File: src/sv/wsds_pkg.sv
`default_nettype none

package wsds_pkg;

   // Width of the running byte position inside one image.
   localparam int POS_BITS = 32;

   localparam int PREAMBLE_BYTES = 8;
   localparam logic [7:0] MAX_ID = 8'd12;
   localparam logic [30:0] LEN_LIMIT = 31'h7FFF_FFFF;

   // The length decoder counts 7-bit groups and stops counting after ten.
   localparam logic [3:0] GROUP_CAP = 4'd10;

   typedef logic [POS_BITS-1:0] pos_type;

   typedef enum logic [2:0] {
      ERR_NONE     = 3'd0,
      ERR_SHORT    = 3'd1,
      ERR_TRUNC    = 3'd2,
      ERR_OVERFLOW = 3'd3,
      ERR_ID       = 3'd4
   } err_type;

   typedef enum logic {
      KIND_ENTRY = 1'b0,
      KIND_ERROR = 1'b1
   } kind_type;

   typedef enum logic [3:0] {
      PH_PREAMBLE = 4'b0001,
      PH_ID       = 4'b0010,
      PH_LEN      = 4'b0100,
      PH_SKIP     = 4'b1000
   } phase_type;

   typedef struct packed {
      kind_type    result_kind;
      logic [7:0]  section_id;
      logic [31:0] content_offset;
      logic [30:0] content_length;
      err_type     error_code;
   } rsp_type;

endpackage

`default_nettype wire

File: src/sv/wsds_if.sv
`default_nettype none

interface wsds_req_if;
   logic       valid;
   logic       ready;
   logic [7:0] data_byte;
   logic       image_end;

   modport source (output valid, output data_byte, output image_end, input ready);
   modport sink (input valid, input data_byte, input image_end, output ready);
endinterface

interface wsds_rsp_if;
   logic        valid;
   logic        ready;
   logic        result_kind;
   logic [7:0]  section_id;
   logic [31:0] content_offset;
   logic [30:0] content_length;
   logic [2:0]  error_code;

   modport source (output valid, output result_kind, output section_id,
                   output content_offset, output content_length, output error_code,
                   input ready);
   modport sink (input valid, input result_kind, input section_id,
                 input content_offset, input content_length, input error_code,
                 output ready);
endinterface

`default_nettype wire

File: src/sv/wasm_section_directory_scanner.sv
// WebAssembly section header scanner.
// The req_ch channel carries one image byte per transaction, with image_end
// set on the final byte. The first eight bytes (magic and version) are
// skipped. Each section header (id byte plus unsigned LEB128 length) produces
// one transaction on rsp_ch: a section entry with id, content offset and
// length, or an error report. After an error, bytes are dropped silently
// until image_end, and every image_end returns the scanner to its start.
// Each byte is processed in the cycle it is accepted, and its result enters a
// two-entry result queue; the result is registered there before it shows on
// rsp_ch. Throughput is one byte per cycle as long as the receiver keeps up;
// the result queue is what limits it.
// When the receiver stalls, bytes keep flowing until both queue entries hold
// results, then req_ch.ready drops until an entry is taken.
// Reset (synchronous, active high) empties the queue and puts the scanner in
// the preamble phase at byte position zero.
`default_nettype none

module wasm_section_directory_scanner
   import wsds_pkg::*;
(
   input  wire logic clock,
   input  wire logic reset,
   wsds_req_if.sink  req_ch,
   wsds_rsp_if.source rsp_ch
);

   // Scanner state.
   phase_type   phase_ff, phase_in;
   pos_type     pos_ff, pos_in;
   logic [30:0] len_low_ff, len_low_in;   // low 31 bits of the decoded length
   logic        len_high_ff, len_high_in; // some bit at 31 or above is set
   logic [3:0]  group_ff, group_in;       // 7-bit groups seen, capped
   logic [7:0]  id_ff, id_in;
   logic [31:0] skip_ff, skip_in;
   logic        failed_ff, failed_in;

   logic        accept;
   logic        fifo_room;
   logic        res_valid;
   rsp_type     res;
   logic        head_valid;
   rsp_type     head;

   logic [7:0]  byte_in;
   logic        last;
   logic [6:0]  chunk;
   logic [30:0] low_next;
   logic        high_next;
   pos_type     pos_plus;

   assign byte_in = req_ch.data_byte;
   assign last    = req_ch.image_end;
   assign chunk   = byte_in[6:0];
   assign pos_plus = pos_ff + pos_type'(1);

   assign req_ch.ready = fifo_room;
   assign accept = req_ch.valid && fifo_room;

   // Fold the current 7-bit group into the length. Only 31 low bits are kept;
   // anything landing at bit 31 or higher just marks the length as too large.
   // Groups past bit 63 are dropped entirely.
   always_comb begin
      low_next  = len_low_ff;
      high_next = len_high_ff;
      case (group_ff)
         4'd0: low_next = len_low_ff | {24'd0, chunk};
         4'd1: low_next = len_low_ff | {17'd0, chunk, 7'd0};
         4'd2: low_next = len_low_ff | {10'd0, chunk, 14'd0};
         4'd3: low_next = len_low_ff | {3'd0, chunk, 21'd0};
         4'd4: begin
            low_next  = len_low_ff | {chunk[2:0], 28'd0};
            high_next = len_high_ff | (|chunk[6:3]);
         end
         4'd5, 4'd6, 4'd7, 4'd8: high_next = len_high_ff | (|chunk);
         4'd9: high_next = len_high_ff | chunk[0];
         default: high_next = len_high_ff;
      endcase
   end

   always_comb begin
      phase_in    = phase_ff;
      pos_in      = pos_plus;
      len_low_in  = len_low_ff;
      len_high_in = len_high_ff;
      group_in    = group_ff;
      id_in       = id_ff;
      skip_in     = skip_ff;
      failed_in   = failed_ff;
      res_valid   = 1'b0;
      res         = '{result_kind: KIND_ERROR, section_id: 8'd0, content_offset: 32'd0,
                      content_length: 31'd0, error_code: ERR_NONE};

      if (!failed_ff) begin
         case (phase_ff)
            PH_PREAMBLE: begin
               if (pos_ff >= pos_type'(PREAMBLE_BYTES - 1)) begin
                  phase_in = PH_ID;
               end else if (last) begin
                  res_valid      = 1'b1;
                  res.error_code = ERR_SHORT;
               end
            end
            PH_ID: begin
               id_in       = byte_in;
               len_low_in  = 31'd0;
               len_high_in = 1'b0;
               group_in    = 4'd0;
               phase_in    = PH_LEN;
               if (last) begin
                  res_valid      = 1'b1;
                  res.error_code = ERR_TRUNC;
               end
            end
            PH_LEN: begin
               len_low_in  = low_next;
               len_high_in = high_next;
               group_in    = (group_ff == GROUP_CAP) ? GROUP_CAP : group_ff + 4'd1;
               if (byte_in[7]) begin
                  if (last) begin
                     res_valid      = 1'b1;
                     res.error_code = ERR_TRUNC;
                  end
               end else if (high_next || low_next == LEN_LIMIT) begin
                  res_valid      = 1'b1;
                  res.error_code = ERR_OVERFLOW;
               end else if (id_ff > MAX_ID) begin
                  res_valid      = 1'b1;
                  res.error_code = ERR_ID;
               end else begin
                  res_valid          = 1'b1;
                  res.result_kind    = KIND_ENTRY;
                  res.section_id     = id_ff;
                  res.content_offset = 32'(pos_plus);
                  res.content_length = low_next;
                  skip_in            = {1'b0, low_next};
                  phase_in           = (low_next != 31'd0) ? PH_SKIP : PH_ID;
               end
            end
            PH_SKIP: begin
               // The count is never zero in this phase.
               skip_in = skip_ff - 32'd1;
               if (skip_ff == 32'd1) begin
                  phase_in = PH_ID;
               end
            end
            default: phase_in = PH_PREAMBLE;
         endcase
         if (res_valid && res.result_kind == KIND_ERROR) begin
            failed_in = 1'b1;
         end
      end

      // The final byte of an image always restarts the scanner.
      if (last) begin
         phase_in    = PH_PREAMBLE;
         pos_in      = '0;
         len_low_in  = 31'd0;
         len_high_in = 1'b0;
         group_in    = 4'd0;
         id_in       = 8'd0;
         skip_in     = 32'd0;
         failed_in   = 1'b0;
      end
   end

   always_ff @(posedge clock) begin
      if (reset) begin
         phase_ff    <= PH_PREAMBLE;
         pos_ff      <= '0;
         len_low_ff  <= 31'd0;
         len_high_ff <= 1'b0;
         group_ff    <= 4'd0;
         id_ff       <= 8'd0;
         skip_ff     <= 32'd0;
         failed_ff   <= 1'b0;
      end else if (accept) begin
         phase_ff    <= phase_in;
         pos_ff      <= pos_in;
         len_low_ff  <= len_low_in;
         len_high_ff <= len_high_in;
         group_ff    <= group_in;
         id_ff       <= id_in;
         skip_ff     <= skip_in;
         failed_ff   <= failed_in;
      end
   end

   wsds_rsp_fifo u_rsp_fifo (
      .clock      (clock),
      .reset      (reset),
      .push       (accept && res_valid),
      .push_data  (res),
      .has_room   (fifo_room),
      .head_valid (head_valid),
      .head_data  (head),
      .pop        (rsp_ch.ready)
   );

   assign rsp_ch.valid          = head_valid;
   assign rsp_ch.result_kind    = head.result_kind;
   assign rsp_ch.section_id     = head.section_id;
   assign rsp_ch.content_offset = head.content_offset;
   assign rsp_ch.content_length = head.content_length;
   assign rsp_ch.error_code     = head.error_code;

endmodule

`default_nettype wire

File: src/sv/wsds_rsp_fifo.sv
`default_nettype none

// Two-entry result queue; the head entry drives the output directly.
module wsds_rsp_fifo
   import wsds_pkg::*;
(
   input  wire logic    clock,
   input  wire logic    reset,
   input  wire logic    push,
   input  wire rsp_type push_data,
   output logic         has_room,
   output logic         head_valid,
   output rsp_type      head_data,
   input  wire logic    pop
);

   rsp_type     entry_ff [2];
   logic [1:0]  count_ff, count_in;
   logic        rd_ptr_ff, rd_ptr_in;
   logic        wr_ptr_ff, wr_ptr_in;
   logic        do_pop;

   assign has_room   = (count_ff != 2'd2);
   assign head_valid = (count_ff != 2'd0);
   assign head_data  = entry_ff[rd_ptr_ff];
   assign do_pop     = pop && head_valid;

   always_comb begin
      count_in  = count_ff;
      rd_ptr_in = rd_ptr_ff;
      wr_ptr_in = wr_ptr_ff;
      if (push) begin
         wr_ptr_in = ~wr_ptr_ff;
      end
      if (do_pop) begin
         rd_ptr_in = ~rd_ptr_ff;
      end
      case ({push, do_pop})
         2'b10:   count_in = count_ff + 2'd1;
         2'b01:   count_in = count_ff - 2'd1;
         default: count_in = count_ff;
      endcase
   end

   always_ff @(posedge clock) begin
      if (reset) begin
         count_ff  <= 2'd0;
         rd_ptr_ff <= 1'b0;
         wr_ptr_ff <= 1'b0;
      end else begin
         count_ff  <= count_in;
         rd_ptr_ff <= rd_ptr_in;
         wr_ptr_ff <= wr_ptr_in;
      end
   end

   always_ff @(posedge clock) begin
      if (push) begin
         entry_ff[wr_ptr_ff] <= push_data;
      end
   end

endmodule

`default_nettype wire

File: src/flat_wrapper.sv
// flat-port wrapper written by rule: the top's interface ports become plain ports
module wasm_section_directory_scanner_flat import wsds_pkg::*;
  (clock, reset, req_ch_valid, req_ch_data_byte, req_ch_image_end, req_ch_ready, rsp_ch_valid, rsp_ch_result_kind, rsp_ch_section_id, rsp_ch_content_offset, rsp_ch_content_length, rsp_ch_error_code, rsp_ch_ready);
  wsds_req_if req_ch_i ();
  wsds_rsp_if rsp_ch_i ();
  input  wire logic clock;
  input  wire logic reset;
  input wire logic [$bits(req_ch_i.valid)-1:0] req_ch_valid;
  input wire logic [$bits(req_ch_i.data_byte)-1:0] req_ch_data_byte;
  input wire logic [$bits(req_ch_i.image_end)-1:0] req_ch_image_end;
  output wire logic [$bits(req_ch_i.ready)-1:0] req_ch_ready;
  output wire logic [$bits(rsp_ch_i.valid)-1:0] rsp_ch_valid;
  output wire logic [$bits(rsp_ch_i.result_kind)-1:0] rsp_ch_result_kind;
  output wire logic [$bits(rsp_ch_i.section_id)-1:0] rsp_ch_section_id;
  output wire logic [$bits(rsp_ch_i.content_offset)-1:0] rsp_ch_content_offset;
  output wire logic [$bits(rsp_ch_i.content_length)-1:0] rsp_ch_content_length;
  output wire logic [$bits(rsp_ch_i.error_code)-1:0] rsp_ch_error_code;
  input wire logic [$bits(rsp_ch_i.ready)-1:0] rsp_ch_ready;
  assign req_ch_i.valid = req_ch_valid;
  assign req_ch_i.data_byte = req_ch_data_byte;
  assign req_ch_i.image_end = req_ch_image_end;
  assign req_ch_ready = req_ch_i.ready;
  assign rsp_ch_valid = rsp_ch_i.valid;
  assign rsp_ch_result_kind = rsp_ch_i.result_kind;
  assign rsp_ch_section_id = rsp_ch_i.section_id;
  assign rsp_ch_content_offset = rsp_ch_i.content_offset;
  assign rsp_ch_content_length = rsp_ch_i.content_length;
  assign rsp_ch_error_code = rsp_ch_i.error_code;
  assign rsp_ch_i.ready = rsp_ch_ready;
  wasm_section_directory_scanner u_core (.clock(clock), .reset(reset), .req_ch(req_ch_i), .rsp_ch(rsp_ch_i));
endmodule
File: config.mk
export PLATFORM = sky130hd
export DESIGN_NAME = wasm_section_directory_scanner_flat
export DESIGN_NICKNAME = d
export VERILOG_FILES = /design/src/sv/wsds_pkg.sv /design/src/sv/wsds_if.sv /design/src/sv/wasm_section_directory_scanner.sv /design/src/sv/wsds_rsp_fifo.sv /design/src/flat_wrapper.sv
export SDC_FILE = /design/constraint.sdc
export NUM_CORES = 1
export LEC_CHECK = 0
export BUFFER_PORTS_ARGS = -buffer_cell sky130_fd_sc_hd__buf_2
export CORE_ASPECT_RATIO = 2
export CORE_UTILIZATION = 31
export DETAILED_ROUTE_END_ITERATION = 16
export GPL_ROUTABILITY_DRIVEN = 0
export SLEW_MARGIN = 15
export SYNTH_ARGS = -nofsm -noshare
export SYNTH_HDL_FRONTEND = slang
export SYNTH_HIERARCHICAL = 1
export SYNTH_SLANG_ARGS = --single-unit
File: constraint.sdc
create_clock -name clock -period 13.1 [get_ports clock]
set_input_delay 2.62 -clock clock [delete_from_list [all_inputs] [get_ports clock]]
set_output_delay 2.62 -clock clock [all_outputs]
set_load 0.02 [all_outputs]
Word level (Yosys, flattened, before mapping)

Memory sizes are Yosys's and may differ from the RTL's. A register that Yosys moved wholly into a read port is not among the register bits.
Index checks and enable logic that the tools add are counted.

RAM bits: 150
Bits in read-only memories: 0
Register bits after elaboration: 117
Bits in latches: 0
Output and inout port bits: 77
Memories kept: 1

$add $sub $neg: 5
Eq/ne operators: 25
$mul: 0
Shifts and indexed selects: 0
Multiplexer cells: 58
Magnitude comparators: 2
Bitwise operators: 10
Divide/modulo/power cells: 0
Reductions and logical operators: 19

Memories:

| memory                     | words | width | read ports | clocked after memory_dff | wr ports | line                | source |
|---|---|---|---|---|---|---|---|
| u_core.u_rsp_fifo.entry_ff | 2     | 75    | 1          | 1                        | 1        | wsds_rsp_fifo.sv:17 | `rsp_type entry_ff [2];` |

Operators by type and width:

| operator                                              | count |
|---|---|
| two-way mux 72 bit                                    | 5 |
| two-way mux 32 bit                                    | 6 |
| case mux 31 bit (5 select lines)                      | 1 |
| two-way mux 75 bit                                    | 1 |
| case mux 32 bit (2 select lines)                      | 1 |
| two-way mux 31 bit                                    | 2 |
| case mux 31 bit (2 select lines)                      | 1 |
| two-way mux 4 bit                                     | 11 |
| adder 32 x 1 -> 32 bit (second input constant)        | 1 |
| equality test 32 x 1 -> 1 bit (second input constant) | 1 |
| >= comparator 32 x 3 -> 1 bit (second input constant) | 1 |
| subtractor 32 x 1 -> 32 bit (second input constant)   | 1 |
| equality test 31 bit (second input constant)          | 1 |
| OR 31 x 14 -> 31 bit                                  | 1 |
| OR 31 x 21 -> 31 bit                                  | 1 |
| OR 31 x 28 -> 31 bit                                  | 1 |
| OR 31 bit                                             | 1 |
| OR 31 x 7 -> 31 bit                                   | 1 |
| nonzero test 31 bit                                   | 1 |
| two-way mux 8 bit                                     | 3 |
| equality test 4 x 3 -> 1 bit (second input constant)  | 5 |
| equality test 4 bit (second input constant)           | 4 |
| case mux 4 bit (4 select lines)                       | 1 |
| two-way mux 1 bit                                     | 15 |
| 30 further kinds                                      | 52 |

Logic depth before layout (Yosys ltp)

Depth after elaboration: 12
Depth in mapped cells: 13

Modules after synthesis

Netlist, hierarchy kept.

By module, submodules not included:

| module                         | sequential area each (µm²) | area an instance (µm²) | cells an instance | times used |
|---|---|---|---|---|
| wasm_section_directory_scanner | 2262.2                     | 7402.1                 | 1032              | 1 |
| wsds_rsp_fifo                  | 4604.4                     | 5615.4                 | 256               | 1 |

Least setup slack after synthesis

Ideal clock, no wire load.

Path type: in2reg
Start point: in req_ch_image_end
End point: mem u_core/u_rsp_fifo/entry_ff[0][0] (netlist name) (enable)
Stages on the path: 7
Path slack: 5.501 ns
Required time: 12.591 ns
Data arrival time: 7.090 ns
Setup time: 0.509 ns
Cell sequence: clkbuf_1 > clkbuf_1 > clkbuf_1 > o21ai_0 > a211oi_1 > inv_1 > nor2_1

Word-level cells in the longest chain between the ends: 8

Ends and longest elaborated chain:

| item                                      | line                                                                                                               | source |
|---|---|---|
| start, declared                           | flat_wrapper.sv:10                                                                                                 | `input wire logic [$bits(req_ch_i.image_end)-1:0] req_ch_image_end;` |
| two-way mux 1 bit *                       | wasm_section_directory_scanner.sv:98, wasm_section_directory_scanner.sv:109, wasm_section_directory_scanner.sv:119 |  |
| two-way mux 1 bit (on tied branches)      | wasm_section_directory_scanner.sv:118, wasm_section_directory_scanner.sv:96                                        |  |
| case mux 1 bit (3 select lines) *         | wasm_section_directory_scanner.sv:94                                                                               | `case (phase_ff)` |
| two-way mux 1 bit * (2 in series)         | wasm_section_directory_scanner.sv:93                                                                               | `if (!failed_ff) begin` |
| logical AND 1 bit *                       | wasm_section_directory_scanner.sv:191                                                                              | `.push (accept && res_valid),` |
| two-way mux 1 bit *                       | wsds_rsp_fifo.sv:58                                                                                                | `if (push) begin` |
| two-way mux 1 bit (not written as such) * | wsds_rsp_fifo.sv:59                                                                                                | `entry_ff[wr_ptr_ff] <= push_data;` |
| end, declared                             | wsds_rsp_fifo.sv:17                                                                                                |  |

Mark *: on every way between the ends. The rest lies on a longest branch, timed or not. The select of a mux whose other input is x is not followed.

Worst setup path after layout

Start point: in req_ch_data_byte[0]
End point: reg u_core.skip_ff[28]

Word-level cells in the longest chain between the ends: 8

Ends and longest elaborated chain:

| item                                                                        | line                                  | source |
|---|---|---|
| start, declared                                                             | flat_wrapper.sv:9                     | `input wire logic [$bits(req_ch_i.data_byte)-1:0] req_ch_data_byte;` |
| parallel branches: the longest is 8 deep, another holds OR 31 x 7 -> 31 bit | --                                    |  |
| end signal, assigned                                                        | wasm_section_directory_scanner.sv:183 | `skip_ff <= skip_in;` |
| end, declared                                                               | wasm_section_directory_scanner.sv:34  | `logic [31:0] skip_ff, skip_in;` |

Parallel ways; which one is timed is not known. The select of a mux whose other input is x is not followed.
A chain may end at the register's enable or synchronous reset.

==> out/qor.csv <==
stage,metric,value,unit
critical_path,timing.rr.start,u_core/group_ff[0],
synth,post_synth_edffs,150,
power,sum_of_internal_switching_and_leakage_power,1.97,mW
floorplan,design.core.area,41300,µm²
critical_path,crit_start,req_ch_data_byte[0],
detailed_routing,routed_wire_length_per_instance,19.8,µm
power,power.density_cell_area,135,nW/µm²
cells_and_area,final_design_area_no_fill,14600,µm²
global_routing,global_route.usage.total,17.1,%
critical_path,crit_required,13.53,ns
sta,finalSetupTns,0,ns
run_status,outcome,"finished, final reports clean",
sta,min_period,5.44,ns
clock_network,cts_repair_resize_count,0,
sta,setup_viol,0,
clock_network,tritoncts.num_buffers,23,
run,cap_viol_max_count,0,
cells_and_area,num-fill-cells,4147,
floorplan,fp.dieW,147,µm
global_routing,global_route.overflow_total,0,
detailed_routing,drtAntennaViolNets,0,
placed_design,placed_area,13900,µm²
global_routing,grt_antenna_before_repair,0,
synth,yosys.cell_types.count,76,
sta,slew_headroom,25.2,%
clock_network,clk_transition_reported_paths,0.07,ns
floorplan,floorplan.die_area,42900,µm²
power,static-leakage-power,5.06,nW
cells_and_area,fin_nets,1351,
critical_path,timing.critical_path.to_type,flip-flop,
sta,finalHoldViolCount,0,
clock_network,clock_latency,0.54,ns
placed_design,hpwlAfterDp,25.4,mm
global_routing,grt_pass1_wl,56.9,mm
cells_and_area,area.growth.synth_to_final,12.2,%
worst_hold_path,worstHoldPathType,reg -> reg,
detailed_routing,drt_pass1_iterations,5,
synth,ys_seq_area_share,52.7,%
sta,finClkSkew,0.0229,ns
cells_and_area,final_layout_size_suffix_gt1_share,12.8,%
sta,clock.fmax,0.184,GHz
synth,synth_top_flop_cell,sky130_fd_sc_hd__edfxtp_1,
detailed_routing,route.vias.total,10286,
global_routing,grt_max_degree,69,
cells_and_area,mostFrequentLayoutCells,"sky130_fd_sc_hd__nor2_1 (187), sky130_fd_sc_hd__edfxtp_1 (150), sky130_fd_sc_hd__dfxtp_1 (117)",
clock_network,root_buffer,sky130_fd_sc_hd__clkbuf_16,
cells_and_area,layout.cells.most_common,sky130_fd_sc_hd__nor2_1,
synth,ys.warnings.count,6,
clock_network,cts_setup_buffers,0,
global_routing,first_global_vias,10110,
clock_network,post_cts_hold_buffer_count,0,
sta,unrepaired_setup_endpoints_after_global_routing,false,
clock_network,clk_path_buf_depth,3,
detailed_routing,drt_first_iter_violations,571,
critical_path,startpoint_type,input pin,
worst_hold_path,hold_path_depth,2,
worst_hold_path,hold_path_startpoint,u_core/len_low_ff[12],
critical_path,r2r_cells,10,
sta,max_slew.worst_pin.slew,1.12,ns
synth,ys_seq_elements,268,
floorplan,fp-row-count,105,
critical_path,criticalPathCategory,in -> reg,
synth,mappedNetlistArea,13000,µm²
clock_network,htree_levels,1,
critical_path,crit_fanout,28,
synth,postSynth.asyncResetShare,0,%
critical_path,critical_path_arrival,5.87,ns
floorplan,top_level_ports,90,
placed_design,io_buffers,89,
clock_network,cts_tree,built,
sta,slew_viol_final,0,
detailed_routing,wl,37.2,mm
floorplan,start_util,31.6,%
power,worst_ir_drop_vdd,0.0766,mV
detailed_routing,detail_route.vias_per_cell,5.47,
detailed_routing,detail_route.drc_violations,0,
cells_and_area,num_antenna_cells,0,
clock_network,numClockSinks,268,
synth,post_synth_inst_count,1288,
synth,syn_area_per_cell,10.1,µm²
sta,portion_of_the_clock_cycle_consumed_by_the_worst_path_in_the_final_layout,41.5,%
floorplan,chipHeight,292,µm
-- final timing paths --
path / to / slack, ns
max: u_core/skip_ff[28] / 7.66
min: u_core/len_low_ff[12] / 0.50
min reg2reg: u_core/len_low_ff[12] / 0.50
max reg2reg: u_core/u_rsp_fifo/entry_ff[0][46] / 8.60
-- registers in the layout, indices dropped and copies added (netlist names), named ones only --
name and cells:
u_core/failed_ff 1, u_core/group_ff 4, u_core/id_ff 8, u_core/len_high_ff 1
u_core/len_low_ff 31, u_core/phase_ff 4, u_core/pos_ff 32, u_core/skip_ff 32
u_core/u_rsp_fifo/count_ff 2, u_core/u_rsp_fifo/entry_ff 150, u_core/u_rsp_fifo/rd_ptr_ff 1, u_core/u_rsp_fifo/wr_ptr_ff 1
-- routing by layer --
layer  up-vias  wire length (µm)  global-route usage, %
met5         -                 0                      0
met4         0              2170                   10.3
met3        95              1400                   1.52
met2       321             20100                   32.7
met1      5029             13500                   17.6
li1       4841                 -                      -
-- synthesized netlist by cell type (3+ instances only) --
cell	instances	area, µm²
sky130_fd_sc_hd__nor2_1	188	706
sky130_fd_sc_hd__edfxtp_1	150	4500
sky130_fd_sc_hd__dfxtp_1	118	2360
sky130_fd_sc_hd__a21oi_1	77	385
sky130_fd_sc_hd__mux2_1	75	845
sky130_fd_sc_hd__nand2_1	73	274
sky130_fd_sc_hd__clkbuf_1	67	251
sky130_fd_sc_hd__o21ai_0	52	260
sky130_fd_sc_hd__nor3_1	48	240
sky130_fd_sc_hd__nand3_1	28	140
sky130_fd_sc_hd__nor4_1	27	169
sky130_fd_sc_hd__o211ai_1	27	203
sky130_fd_sc_hd__xnor2_1	27	236
sky130_fd_sc_hd__a22oi_1	25	188
sky130_fd_sc_hd__xor2_1	24	210
sky130_fd_sc_hd__or3_1	23	144
sky130_fd_sc_hd__buf_2	18	90.1
sky130_fd_sc_hd__inv_1	17	63.8
sky130_fd_sc_hd__nand4_1	17	106
sky130_fd_sc_hd__nor4bb_1	16	160
sky130_fd_sc_hd__a31oi_1	15	93.8
sky130_fd_sc_hd__a31o_2	12	105
sky130_fd_sc_hd__and3_1	12	75.1
sky130_fd_sc_hd__o22ai_1	11	68.8
sky130_fd_sc_hd__a211oi_1	10	75.1
sky130_fd_sc_hd__ha_1	9	113
sky130_fd_sc_hd__and2_1	8	50.1
sky130_fd_sc_hd__or4_1	8	60.1
sky130_fd_sc_hd__nand2b_1	7	43.8
sky130_fd_sc_hd__nor2b_1	7	43.8
sky130_fd_sc_hd__o31ai_1	6	45.0
sky130_fd_sc_hd__buf_1	5	18.8
sky130_fd_sc_hd__buf_4	5	37.5
sky130_fd_sc_hd__or2_2	5	31.3
sky130_fd_sc_hd__o2111ai_1	4	35.0
sky130_fd_sc_hd__a21o_1	3	22.5
sky130_fd_sc_hd__a22o_1	3	26.3
sky130_fd_sc_hd__a41oi_1	3	26.3
sky130_fd_sc_hd__nor3b_1	3	22.5
sky130_fd_sc_hd__nor4b_1	3	26.3
sky130_fd_sc_hd__o21a_1	3	22.5
sky130_fd_sc_hd__o311ai_0	3	26.3
sky130_fd_sc_hd__o32ai_1	3	26.3
sky130_fd_sc_hd__o41ai_1	3	26.3
-- layout make-up --
cell class	count	area, µm²	share of cell area [%]
Timing Repair Buffer	106	573	3.92
Inverter	17	63.8	0.437
Tap cell	535	669	4.58
Sequential cell	268	6870	47.1
Clock inverter	9	78.8	0.540
Multi-Input combinational cell	913	5730	39.2
Clock buffer	32	619	4.24
-- per-stage QoR --
step / worst slack (ns) / hold WS [ns] / cells / utilization (%)
2_1_floorplan: 5.50 / 0.455 / 1295 / -
3_3_place_gp: 7.25 / 0.471 / 1839 / 33.7
3_5_place_dp: 7.23 / 0.485 / 1839 / 33.7
4_1_cts: 7.78 / 0.504 / 1880 / 35.4
5_1_grt: 7.50 / 0.538 / 1880 / 35.4
6_report: 7.66 / 0.498 / 1880 / 35.4
-- report_power, final --
group	internal (mW)	leakage (nW)	switching, mW
combinational	0.124	2.32	0.250
clock	0.353	0.342	0.305
sequential	0.923	2.40	0.0188
total	1.40	5.06	0.574
-- cell families after synthesis --
family                     synth area share, %
xor gates and xnor gates                  3.43
DFF                                       52.7
adders and majority gates                0.865
buffers and inverters                     3.72
and+or+nand+nor                           18.6
muxes                                     6.49
AOI/OAI and AO/OA                         14.1
other                                   0.0288
-- worst max-delay path, cell delays in order --
cell and delay, ns:
sky130_fd_sc_hd__buf_2 0.22, sky130_fd_sc_hd__nor4bb_1 0.42, sky130_fd_sc_hd__o22ai_1 0.17, sky130_fd_sc_hd__nor4_1 0.36, sky130_fd_sc_hd__o2111ai_1 0.20, sky130_fd_sc_hd__o21ai_2 0.37
sky130_fd_sc_hd__o21a_1 0.94, sky130_fd_sc_hd__nor2_1 0.27, sky130_fd_sc_hd__a211oi_1 0.28
Note: power is estimated with default switching activity, not from simulation.
